--- src/rtl/core/bsoa_pkg.sv ---
// Shared types, operation codes and the second-table mix constants of the byte scramble unit.
`timescale 1ns / 1ps

package bsoa_pkg;

   localparam int unsigned CODE_W  = 6;
   localparam int unsigned INDEX_W = 5;
   localparam int unsigned BYTE_W  = 8;
   localparam int unsigned ROT_W   = 3;

   // First table
   localparam logic [CODE_W-1:0] OP_D_XOR_K       = 6'd0;
   localparam logic [CODE_W-1:0] OP_D_ADD_K       = 6'd1;
   localparam logic [CODE_W-1:0] OP_ROR_K7        = 6'd2;
   localparam logic [CODE_W-1:0] OP_ROR_KZ        = 6'd3;
   localparam logic [CODE_W-1:0] OP_ROR_DZ_KZ     = 6'd4;
   localparam logic [CODE_W-1:0] OP_NOT_ROR_K7    = 6'd5;
   localparam logic [CODE_W-1:0] OP_K_XOR_DZ      = 6'd6;
   localparam logic [CODE_W-1:0] OP_K_ADD_DZ      = 6'd7;
   localparam logic [CODE_W-1:0] OP_K_XOR_SUM     = 6'd8;
   localparam logic [CODE_W-1:0] OP_K_ADD_XOR     = 6'd9;
   localparam logic [CODE_W-1:0] OP_K_XOR_ROR_KZ  = 6'd10;
   localparam logic [CODE_W-1:0] OP_K_XOR_ROR_K7  = 6'd11;
   localparam logic [CODE_W-1:0] OP_K_ADD_ROR_K7  = 6'd12;
   localparam logic [CODE_W-1:0] OP_K_ADD_ROR_KZ  = 6'd13;
   localparam logic [CODE_W-1:0] OP_ADD_ROR_LO    = 6'd14;
   localparam logic [CODE_W-1:0] OP_ADD_ROR_HI    = 6'd20;
   localparam logic [CODE_W-1:0] OP_XOR_ROR_LO    = 6'd21;
   localparam logic [CODE_W-1:0] OP_XOR_ROR_HI    = 6'd27;
   localparam logic [CODE_W-1:0] OP_XOR_ADD_ROR5  = 6'd28;
   localparam logic [CODE_W-1:0] OP_XOR_ADD_ROR3  = 6'd29;
   localparam logic [CODE_W-1:0] OP_ADD_XOR_ROR3  = 6'd30;
   localparam logic [CODE_W-1:0] OP_ADD_XOR_ROR5  = 6'd31;
   // Second table: all but two use the mix table below
   localparam logic [CODE_W-1:0] OP_D_XOR_KSHL    = 6'd61;
   localparam logic [CODE_W-1:0] OP_K_XOR_DSHL    = 6'd62;

   // Offsets that turn a ranged code into its rotate amount
   localparam logic [CODE_W-1:0] ADD_ROR_BASE     = 6'd13;
   localparam logic [CODE_W-1:0] XOR_ROR_BASE     = 6'd20;

   typedef struct packed {
      logic [CODE_W-1:0] code;
      logic [BYTE_W-1:0] key;
      logic [BYTE_W-1:0] data;
   } op_type;

   typedef struct packed {
      logic [ROT_W-1:0]  rot;
      logic [BYTE_W-1:0] or_mask;
      logic [BYTE_W-1:0] xor_mask;
   } mix_type;

   // k ^ (ror8(d, rot) | or_mask) ^ xor_mask, by index within the second table
   function automatic mix_type mix_entry(input logic [INDEX_W-1:0] idx);
      mix_type e;
      case (idx)
         5'd0:    e = '{3'd3, 8'h00, 8'h1F};
         5'd1:    e = '{3'd5, 8'h00, 8'h07};
         5'd2:    e = '{3'd2, 8'h00, 8'h3F};
         5'd3:    e = '{3'd6, 8'h00, 8'h03};
         5'd4:    e = '{3'd2, 8'h00, 8'hC0};
         5'd5:    e = '{3'd5, 8'h00, 8'hF8};
         5'd6:    e = '{3'd6, 8'h00, 8'hFC};
         5'd7:    e = '{3'd3, 8'h00, 8'hE0};
         5'd8:    e = '{3'd6, 8'h00, 8'h01};
         5'd9:    e = '{3'd2, 8'h00, 8'h17};
         5'd10:   e = '{3'd3, 8'h00, 8'h0B};
         5'd11:   e = '{3'd5, 8'h00, 8'h02};
         5'd12:   e = '{3'd2, 8'h00, 8'h0D};
         5'd13:   e = '{3'd3, 8'h00, 8'h06};
         5'd14:   e = '{3'd4, 8'h00, 8'h03};
         5'd15:   e = '{3'd1, 8'h00, 8'h1B};
         5'd16:   e = '{3'd4, 8'h05, 8'h02};
         5'd17:   e = '{3'd3, 8'h0B, 8'h04};
         5'd18:   e = '{3'd5, 8'h02, 8'h01};
         5'd19:   e = '{3'd6, 8'h01, 8'h00};
         5'd20:   e = '{3'd1, 8'h1B, 8'h24};
         5'd21:   e = '{3'd7, 8'h00, 8'h00};
         5'd22:   e = '{3'd3, 8'h06, 8'h09};
         5'd23:   e = '{3'd5, 8'h01, 8'h02};
         5'd24:   e = '{3'd4, 8'h06, 8'h01};
         5'd25:   e = '{3'd5, 8'h03, 8'h00};
         5'd26:   e = '{3'd6, 8'h00, 8'h01};
         5'd27:   e = '{3'd2, 8'h19, 8'h06};
         5'd28:   e = '{3'd4, 8'h0A, 8'h05};
         5'd31:   e = '{3'd6, 8'h02, 8'h01};
         default: e = '{3'd0, 8'h00, 8'h00}; // shift ops, decoded apart
      endcase
      return e;
   endfunction

endpackage

--- src/rtl/core/bsoa_if.sv ---
// Request and response channel interfaces of the byte scramble unit.
`timescale 1ns / 1ps

interface bsoa_req_if;
   logic       valid;
   logic       ready;
   logic [4:0] req_type;
   logic [7:0] key_byte;
   logic [7:0] data_byte;

   modport source (output valid, output req_type, output key_byte, output data_byte,
                   input ready);
   modport sink   (input valid, input req_type, input key_byte, input data_byte,
                   output ready);
endinterface

interface bsoa_rsp_if;
   logic       valid;
   logic       ready;
   logic [7:0] result_byte;

   modport source (output valid, output result_byte, input ready);
   modport sink   (input valid, input result_byte, output ready);
endinterface

--- src/rtl/core/bsoa_alu.sv ---
// Combinational byte operation decoder for both operation tables.
`timescale 1ns / 1ps

module bsoa_alu (
   input  bsoa_pkg::op_type     op,
   output logic [7:0]           result
);
   import bsoa_pkg::*;

   function automatic logic [BYTE_W-1:0] ror8(input logic [BYTE_W-1:0] v,
                                               input logic [ROT_W-1:0] n);
      logic [2*BYTE_W-1:0] w;
      w = {v, v} >> n;
      return w[BYTE_W-1:0];
   endfunction

   logic              kz;
   logic              dz;
   logic [ROT_W-1:0]  k7;
   logic [ROT_W-1:0]  kz_rot;
   logic [CODE_W-1:0] add_rot;
   logic [CODE_W-1:0] xor_rot;
   mix_type           mix;
   logic [BYTE_W-1:0] k;
   logic [BYTE_W-1:0] d;

   assign k       = op.key;
   assign d       = op.data;
   assign kz      = (k == '0);
   assign dz      = (d == '0);
   assign k7      = k[ROT_W-1:0];
   assign kz_rot  = {{(ROT_W-1){1'b0}}, kz};
   assign add_rot = op.code - ADD_ROR_BASE;
   assign xor_rot = op.code - XOR_ROR_BASE;
   assign mix     = mix_entry(op.code[INDEX_W-1:0]);

   always_comb begin
      case (op.code) inside
         OP_D_XOR_K:      result = d ^ k;
         OP_D_ADD_K:      result = d + k;
         OP_ROR_K7:       result = ror8(d, k7);
         OP_ROR_KZ:       result = ror8(d, kz_rot);
         OP_ROR_DZ_KZ:    result = ror8({{(BYTE_W-1){1'b0}}, dz}, kz_rot);
         OP_NOT_ROR_K7:   result = ror8(~d, k7);
         OP_K_XOR_DZ:     result = k ^ {{(BYTE_W-1){1'b0}}, dz};
         OP_K_ADD_DZ:     result = k + {{(BYTE_W-1){1'b0}}, dz};
         OP_K_XOR_SUM:    result = k ^ (d + k);
         OP_K_ADD_XOR:    result = k + (d ^ k);
         OP_K_XOR_ROR_KZ: result = k ^ ror8(d, kz_rot);
         OP_K_XOR_ROR_K7: result = k ^ ror8(d, k7);
         OP_K_ADD_ROR_K7: result = k + ror8(d, k7);
         OP_K_ADD_ROR_KZ: result = k + ror8(d, kz_rot);
         [OP_ADD_ROR_LO:OP_ADD_ROR_HI]: result = k + ror8(d, add_rot[ROT_W-1:0]);
         [OP_XOR_ROR_LO:OP_XOR_ROR_HI]: result = k ^ ror8(d, xor_rot[ROT_W-1:0]);
         OP_XOR_ADD_ROR5: result = k ^ (k + ror8(d, 3'd5));
         OP_XOR_ADD_ROR3: result = k ^ (k + ror8(d, 3'd3));
         OP_ADD_XOR_ROR3: result = k + (k ^ ror8(d, 3'd3));
         OP_ADD_XOR_ROR5: result = k + (k ^ ror8(d, 3'd5));
         OP_D_XOR_KSHL:   result = d ^ {k[2:0], 5'h1F};
         OP_K_XOR_DSHL:   result = k ^ ({d[4:0], 3'b000} + 8'h07);
         default:         result = k ^ (ror8(d, mix.rot) | mix.or_mask) ^ mix.xor_mask;
      endcase
   end

endmodule

--- src/rtl/core/byte_scramble_op_alu_top.sv ---
// Top level of the byte scramble operation unit: table select, input and result registers.
//
//   channel     direction  handshake        payload
//   req_chan    in         valid / ready    req_type[4:0], key_byte[7:0], data_byte[7:0]
//   rsp_chan    out        valid / ready    result_byte[7:0]
//   csr_wr_*    in         write enable     table_select (bit 0 of csr_wr_data)
//
// One request per cycle sustained while the response side takes results; a taken request
// is held in the input register and then decoded into the result register, which drives the response.
// Synchronous active-high reset clears the valid flags and table_select.
// A stalled response holds in the result register while the input register can still fill;
// ready drops only when both registers are full and the response side is stalled.
`timescale 1ns / 1ps

module byte_scramble_op_alu_top (
   input  logic           clock,
   input  logic           reset,
   bsoa_req_if.sink       req_chan,
   bsoa_rsp_if.source     rsp_chan,
   input  logic           csr_wr_en,
   input  logic           csr_wr_data
);
   import bsoa_pkg::*;

   logic              table_select_ff;
   logic              s1_valid_ff;
   logic              s1_valid_in;
   op_type            s1_op_ff;
   logic              rsp_valid_ff;
   logic              rsp_valid_in;
   logic [BYTE_W-1:0] rsp_byte_ff;
   logic [BYTE_W-1:0] alu_byte;
   logic              s1_ready;
   logic              s2_ready;
   logic              req_fire;
   logic              s1_fire;

   assign s2_ready = !rsp_valid_ff || rsp_chan.ready;
   assign s1_ready = !s1_valid_ff || s2_ready;
   assign req_fire = req_chan.valid && s1_ready;
   assign s1_fire  = s1_valid_ff && s2_ready;

   assign req_chan.ready       = s1_ready;
   assign rsp_chan.valid       = rsp_valid_ff;
   assign rsp_chan.result_byte = rsp_byte_ff;

   always_ff @(posedge clock) begin
      if (reset) begin
         table_select_ff <= 1'b0;
      end else if (csr_wr_en) begin
         table_select_ff <= csr_wr_data;
      end
   end

   assign s1_valid_in  = req_fire || (s1_valid_ff && !s2_ready);
   assign rsp_valid_in = s1_fire || (rsp_valid_ff && !rsp_chan.ready);

   always_ff @(posedge clock) begin
      if (reset) begin
         s1_valid_ff  <= 1'b0;
         rsp_valid_ff <= 1'b0;
      end else begin
         s1_valid_ff  <= s1_valid_in;
         rsp_valid_ff <= rsp_valid_in;
      end
   end

   always_ff @(posedge clock) begin
      if (req_fire) begin
         s1_op_ff <= '{code: {table_select_ff, req_chan.req_type},
                       key:  req_chan.key_byte,
                       data: req_chan.data_byte};
      end
      if (s1_fire) begin
         rsp_byte_ff <= alu_byte;
      end
   end

   bsoa_alu u_alu (
      .op     (s1_op_ff),
      .result (alu_byte)
   );

   // Taken request lands in the input register with the table bit in front
   a_req_capture: assert property (@(posedge clock) disable iff (reset)
      req_fire |=> s1_valid_ff && s1_op_ff.code[INDEX_W-1:0] == $past(req_chan.req_type)
                   && s1_op_ff.key == $past(req_chan.key_byte))
      else $error("request not captured in input register");

   // Advancing item shows up as the decoded result
   a_rsp_result: assert property (@(posedge clock) disable iff (reset)
      s1_fire |=> rsp_valid_ff && rsp_byte_ff == $past(alu_byte))
      else $error("result register missed the decoded byte");

   // Back-pressure only with both registers full
   a_stall_full: assert property (@(posedge clock) disable iff (reset)
      !s1_ready |-> s1_valid_ff && rsp_valid_ff && !rsp_chan.ready)
      else $error("ready low with a free register");

endmodule

--- src/flat_wrapper.sv ---
// flat-port wrapper written by rule: the top's interface ports become plain ports
module byte_scramble_op_alu_top_flat import bsoa_pkg::*;
  (clock, reset, csr_wr_en, csr_wr_data, req_chan_valid, req_chan_req_type, req_chan_key_byte, req_chan_data_byte, req_chan_ready, rsp_chan_valid, rsp_chan_result_byte, rsp_chan_ready);
  bsoa_req_if req_chan_i ();
  bsoa_rsp_if rsp_chan_i ();
  input  logic clock;
  input  logic reset;
  input  logic csr_wr_en;
  input  logic csr_wr_data;
  input wire logic [$bits(req_chan_i.valid)-1:0] req_chan_valid;
  input wire logic [$bits(req_chan_i.req_type)-1:0] req_chan_req_type;
  input wire logic [$bits(req_chan_i.key_byte)-1:0] req_chan_key_byte;
  input wire logic [$bits(req_chan_i.data_byte)-1:0] req_chan_data_byte;
  output wire logic [$bits(req_chan_i.ready)-1:0] req_chan_ready;
  output wire logic [$bits(rsp_chan_i.valid)-1:0] rsp_chan_valid;
  output wire logic [$bits(rsp_chan_i.result_byte)-1:0] rsp_chan_result_byte;
  input wire logic [$bits(rsp_chan_i.ready)-1:0] rsp_chan_ready;
  assign req_chan_i.valid = req_chan_valid;
  assign req_chan_i.req_type = req_chan_req_type;
  assign req_chan_i.key_byte = req_chan_key_byte;
  assign req_chan_i.data_byte = req_chan_data_byte;
  assign req_chan_ready = req_chan_i.ready;
  assign rsp_chan_valid = rsp_chan_i.valid;
  assign rsp_chan_result_byte = rsp_chan_i.result_byte;
  assign rsp_chan_i.ready = rsp_chan_ready;
  byte_scramble_op_alu_top u_core (.clock(clock), .reset(reset), .req_chan(req_chan_i), .rsp_chan(rsp_chan_i), .csr_wr_en(csr_wr_en), .csr_wr_data(csr_wr_data));
endmodule
--- config.mk ---
export PLATFORM = sky130hd
export DESIGN_NAME = byte_scramble_op_alu_top_flat
export DESIGN_NICKNAME = d
export VERILOG_FILES = /design/src/rtl/core/bsoa_pkg.sv /design/src/rtl/core/bsoa_if.sv /design/src/rtl/core/bsoa_alu.sv /design/src/rtl/core/byte_scramble_op_alu_top.sv /design/src/flat_wrapper.sv
export SDC_FILE = /design/constraint.sdc
export NUM_CORES = 1
export LEC_CHECK = 0
export BUFFER_PORTS_ARGS = -buffer_cell sky130_fd_sc_hd__buf_4
export CORE_MARGIN = 4
export CORE_UTILIZATION = 56
export CTS_CLUSTER_SIZE = 28
export DETAILED_ROUTE_END_ITERATION = 7
export PLACE_DENSITY = 0.75
export REMOVE_ABC_BUFFERS = 1
export SLEW_MARGIN = 10
export SYNTH_ARGS = -nofsm -noshare
export SYNTH_HDL_FRONTEND = slang
export SYNTH_SLANG_ARGS = --single-unit
--- constraint.sdc ---
create_clock -name clock -period 5.05 [get_ports clock]
set_clock_uncertainty 0.2 [all_clocks]
set_input_delay 0.2525 -clock clock [delete_from_list [all_inputs] [get_ports clock]]
set_output_delay 0.2525 -clock clock [all_outputs]
set_load 0.005 [all_outputs]
# Word-level counts from Yosys, hierarchy flattened
# Memories as Yosys holds them, arrays and structs flattened. A register that Yosys moved wholly into a read port is not among the register bits.
# Cells that the tools add are included.
# totals
mem_bits_ro,512
mem_count,1
register_bits,33
inputBits,27
out_inout_bits,10
# op_classes
muxes,23
n_reduce_logical,17
add_sub_neg,13
eq_ne,19
shifts,7
order_cmp,4
bitwise,16
# mem_list
name,words,word_bits,read_ports,rd_ports_with_merged_regs,write_ports,line_no,source
(name not given),32,16,1,1,0,bsoa_pkg.sv:57,case (idx)
# op_table
cell,n
$mux W8,22
$xor A8 B8 Y8,13
$shr A16 B3 Y8,5
$add A8 B8 Y8,9
$eq A6 B4 Y1 const B,6
$eq A6 B3 Y1 const B,4
$eq A6 B5 Y1 const B,4
$logic_not A8 Y1,2
$shr A16 B1 Y8,1
$eq A6 B2 Y1 const B,2
$eq A6 B6 Y1 const B,2
$le A6 B5 Y1 const B,2
$shr A9 B1 Y8,1
$add A8 B1 Y8,1
$add A8 B3 Y8 const B,1
$not A8 Y8,1
$or A8 B8 Y8,1
$xor A8 B1 Y8,1
$eq A6 B1 Y1 const B,1
$ge A6 B4 Y1 const B,1
$ge A6 B5 Y1 const B,1
$logic_and A1 B1 Y1,6
$logic_not A6 Y1,1
$sub A3 B3 Y3 const B,2
3 further kinds,9

# Depth between registers and ports, before layout
# depth
word_depth,26
mapped_depth,20

# Cells and area by module
# A second synthesis with hierarchy kept.
# hier_totals
hier_cells,1131
area_unflattened_um2,8592.0
# by_module_without_submodules
module,cells_per_inst,area_per_inst_um2,instances
bsoa_alu,1088,7553.5,1
byte_scramble_op_alu_top,43,1038.5,1

# Least setup slack after synthesis
# No wires, ideal clock.
# synth_path
kind,reg2reg
startpoint,register u_core.s1_op_ff[9] in the netlist's numbering
endpoint,"register u_core.rsp_byte_ff[7] (netlist: u_core.rsp_chan.result_byte[7]), data pin"
setup_slack_ns,0.800
path_stages_with_launch,18
period_less_slack_ns,4.250
required_time_ns,4.577
t_arrival_ns,3.777
cell_sequence,edfxtp_1 > buf_4 > nor3_1 > nand2_1 > nor2_1 > buf_2 > nand2_1 > o21ai_0 > ha_1 > a21o_1 > a211oi_1 > o21bai_1 > a21o_1 > a21oi_1 > xnor2_1 > o21ai_0 > a2111oi_2 > o311ai_1
# synth_via
elab_chain_cells,22
elab_cells_between_ends,43
classes_between,10 x add/sub; 4 x shift; 20 x mux; 8 x bitwise; 1 x reduce/logical
# synth_lines
item,line_no,source
start: declaration,byte_scramble_op_alu_top.sv:28,op_type s1_op_ff;
start signal: assignment,byte_scramble_op_alu_top.sv:70,"s1_op_ff <= '{code: {table_select_ff, req_chan.req_type},"
$xor A8 B8 Y8,bsoa_alu.sv:58,"OP_ADD_XOR_ROR5: result = k + (k ^ ror8(d, 3'd5));"
$add A8 B8 Y8,bsoa_alu.sv:58,
$mux W8 (18 in series),bsoa_alu.sv:38,case (op.code) inside
$mux W8 (*) (2 in series),bsoa_alu.sv:38,
via u_core.alu_byte[7],byte_scramble_op_alu_top.sv:32,logic [BYTE_W-1:0] alu_byte;
end signal: assignment,byte_scramble_op_alu_top.sv:75,rsp_byte_ff <= alu_byte;
end: declaration,byte_scramble_op_alu_top.sv:31,logic [BYTE_W-1:0] rsp_byte_ff;
# The timed path passes the listed nets; every way through them passes the cells marked *.
# A chain may end at the register's enable or synchronous reset.

# Final worst setup path
# layout_path
startpoint,register u_core.s1_op_ff[8] in the netlist's numbering
endpoint,"register u_core.rsp_byte_ff[5] (netlist: u_core.rsp_chan.result_byte[5]), data pin"
# layout_via
elab_chain_cells,22
elab_cells_between_ends,45
classes_between,10 x add/sub; 4 x shift; 21 x mux; 9 x bitwise; 1 x reduce/logical
# layout_lines
item,line_no
$xor A8 B8 Y8 (on tied branches),"bsoa_alu.sv:58, bsoa_alu.sv:59"
$add A8 B8 Y8 / $mux W8 (equally long branches),"bsoa_alu.sv:58, bsoa_alu.sv:38"
$mux W8 (18 in series),bsoa_alu.sv:38
$mux W8 (*) (2 in series),bsoa_alu.sv:38
via u_core.alu_byte[5],byte_scramble_op_alu_top.sv:32
# Marked as above.

==> qor.yml <==
status:
  outcome: "finished clean"
clock_tree:
  cts_tree: "built"
  clk_path_buf_depth: 2
  insertion_delay_ps: 310
  h-tree-depth: 2
  cts_resized: 0
  clkTransAtPathRegs_ps: 80
  clock-sinks: 48
  cts_made_buffers: 5
  cts-root-buf: "clkbuf_16"
worst_hold_path:
  hold_path.class: "input pin to flip-flop"
power_and_ir_drop:
  switchingPower_mw: 0.8717
  pwr-share-clk: 0.204
  pwr-share-comb: 0.543
  power_density_nw_per_um2: 221.2
  peakVddDrop_mv: 0.1950
  internal-power_mw: 1.185
  p_seq_frac: 0.253
  netSwitchingFraction: 0.4239
  p_leak_nw: 3.827
run:
  drv_cap: 0
yosys:
  ys.flop_type: "edfxtp_1"
  syn_area_per_cell_sq_um: 8.075
  ys_seq_elements: 48
  synth_edf_count: 30
  syn_inst: 1059
  async_flop_share: 0
  yosysSeqAreaShare: 0.1475
  yosys.cell_types.count: 78
  yosys_warnings: 0
  syn_area_sq_um: 8552
global_route:
  track_usage: 0.3420
  grt_pass1_vias: 8307
  grt_max_degree: 34
  grt_overflow: 0
  grt_pass1_wl_mm: 47.47
  grt_antenna_before_repair: 0
final_layout:
  nNetsFinal: 1186
  diodes: 0
  fin_area_sq_um: 9294
  final_common_cell: "nand2_1"
  drive_gt1_frac: 0.1140
  final_cell_mix: "nand2_1 (97), nor2_1 (84), ha_1 (75), o21ai_0 (70), a21oi_1 (70)"
  area_delta_synth_final_pct: 8.676
worst_setup_path:
  crit_type: "flip-flop to flip-flop"
  path_max_fanout: 19
  cp.required_ps: 4890
  worst_setup_path_start_kind: "flip-flop"
  reg2reg_slack_ps: 460
  crit_arrival_ps: 4430
  end_kind: "flip-flop"
drt:
  routedWlPerCell_microns: 24.19
  drt_first_pass_iters: 7
  dr_total_vias: 8799
  drc: 0
  routed_wl_mm: 30.55
  via_per_inst: 6.967
  ant_nets: 0
  drt_iter0_markers: 1133
sta:
  worstMarginPinSlew_ps: 1207
  finalCriticalPeriod_ps: 4592
  drv_slew: 0
  hold-worst-slack_ps: 0.3694
  fmax_mhz: 217.8
  rsz0062_at_grt: "false"
  period_share: 0.9093
  finalHoldViolCount: 0
  setup_viol: 0
  tns_ps: 0
  slew_headroom: 0.1725
placement:
  gp_congestion: 1.084
  hpwl_mm: 22.66
  numPortBuffers: 36
  postPlaceCellArea_sq_um: 8885
floorplan:
  placement_rows: 44
  initial_core_util: 0.5796
  core-area_sq_um: 14750
  dieArea_sq_um: 17310
  io_pins: 37
  die_y_microns: 131.6
  fp.dieW_microns: 131.6
## worst max-delay path: stages, from the launching register on
cell	delay, ps
edfxtp_1	1020
mux2i_1	290
nand2_1	120
o21ai_0	100
mux2i_1	570
ha_1	380
a21o_1	180
a211oi_1	260
o21bai_1	160
nand3_1	110
o21ai_0	110
o21ai_0	150
o21ai_0	100
o41ai_1	570
## timing repair
action                    in CTS  in global routing
setup buffers                  0                  0
hold buffers                  23                  0
hold endpoints to repair      24                  0
## flip-flops by register name, summed over array words and instances (netlist names)
| signal | count |
|---|---|
| u_core.u_alu.mix | 15 |
| u_core.rsp_chan.result_byte | 8 |
| u_core.rsp_chan.valid | 1 |
| u_core.s1_op_ff | 22 |
| u_core.s1_valid_ff | 1 |
| u_core.table_select_ff | 1 |
## routing by layer
layer | GRT usage | vias up | wire length [microns]
li1 | - | 3981 | -
met1 | 0.4437 | 4092 | 11750
met2 | 0.5441 | 589 | 13710
met3 | 0.06193 | 137 | 3224
met4 | 0.1803 | 0 | 1865
met5 | 0 | - | 0
## synthesized netlist by cell type (4+ instances only)
library cell | number | area, sq um
a211oi_1 | 22 | 165.2
a21o_1 | 12 | 90.09
a21oi_1 | 70 | 350.3
a221oi_1 | 5 | 43.79
a22oi_1 | 6 | 45.04
a31oi_1 | 16 | 100.1
and2_1 | 16 | 100.1
and3_1 | 9 | 56.30
buf_1 | 7 | 26.28
buf_2 | 26 | 130.1
buf_4 | 12 | 90.09
clkbuf_1 | 27 | 101.4
dfxtp_1 | 18 | 360.4
edfxtp_1 | 30 | 900.9
fa_1 | 6 | 120.1
ha_1 | 75 | 938.4
inv_1 | 39 | 146.4
mux2_2 | 12 | 135.1
mux2i_1 | 54 | 540.5
mux4_1 | 4 | 105.1
mux4_2 | 19 | 427.9
nand2_1 | 97 | 364.1
nand2b_1 | 12 | 75.07
nand3_1 | 35 | 175.2
nor2_1 | 84 | 315.3
nor2b_1 | 7 | 43.79
nor3_1 | 19 | 95.09
nor3b_1 | 4 | 30.03
nor4_1 | 9 | 56.30
o2111ai_1 | 7 | 61.31
o211ai_1 | 16 | 120.1
o21a_1 | 4 | 30.03
o21ai_0 | 70 | 350.3
o21ai_1 | 7 | 35.03
o21bai_1 | 7 | 52.55
o221ai_1 | 11 | 96.34
o22ai_1 | 11 | 68.82
o31ai_1 | 12 | 90.09
xnor2_1 | 62 | 543.0
xor2_1 | 36 | 315.3
## worst paths after layout
| check | startpoint | endpoint | cells past startpoint |
|---|---|---|---|
| worst max-delay path | u_core.s1_op_ff[8] | u_core.rsp_chan.result_byte[5] | 13 |
| worst min register to register | u_core.table_select_ff | u_core.s1_op_ff[21] | 0 |
| worst max register to register | u_core.s1_op_ff[8] | u_core.rsp_chan.result_byte[5] | 13 |
| worst min-delay path | csr_wr_en | u_core.table_select_ff | 3 |
## power groups by stage
stage | Clock (mW) | Sequential (mW) | Combinational, mW
finish | 0.420 | 0.520 | 1.12
global route | 0.437 | 0.525 | 1.20
CTS | 0.421 | 0.518 | 1.09
detailed placement | 0 | 0.527 | 1.06
global placement | 0 | 0.528 | 1.06
floorplan | 0 | 0.542 | 0.741
## metrics by stage
| step | instances | total power [mW] | utilization | setup WS [ps] |
|---|---|---|---|---|
| floorplan | 984 | 1.283 | - | 630.2 |
| global placement | 1232 | 1.584 | 0.6022 | 716.4 |
| detailed placement | 1232 | 1.591 | 0.6022 | 610.5 |
| CTS | 1263 | 2.025 | 0.6299 | 573.4 |
| global route | 1263 | 2.160 | 0.6299 | 195.4 |
| finish | 1263 | 2.056 | 0.6299 | 458.2 |
## cell families after synthesis
family	Yosys count	share of synthesized area
AO/OA/AOI/OAI	317	0.2473
XOR/XNOR	100	0.1042
adder cells (fa/ha/maj)	81	0.1238
buffers and inverters	117	0.06262
flip-flops	48	0.1475
multiplexers	90	0.1440
AND/OR/NAND/NOR	306	0.1707
## layout make-up
type / count / area, sq um
Tap cell: 184 / 230.2
Sequential cell: 48 / 1261
Fill cell: 1288 / 5460
Clock buffer: 8 / 178.9
Timing Repair Buffer: 87 / 710.7
Multi-Input combinational cell: 894 / 6755
Inverter: 42 / 157.7
No activity file was read; power rests on OpenSTA's default activity.
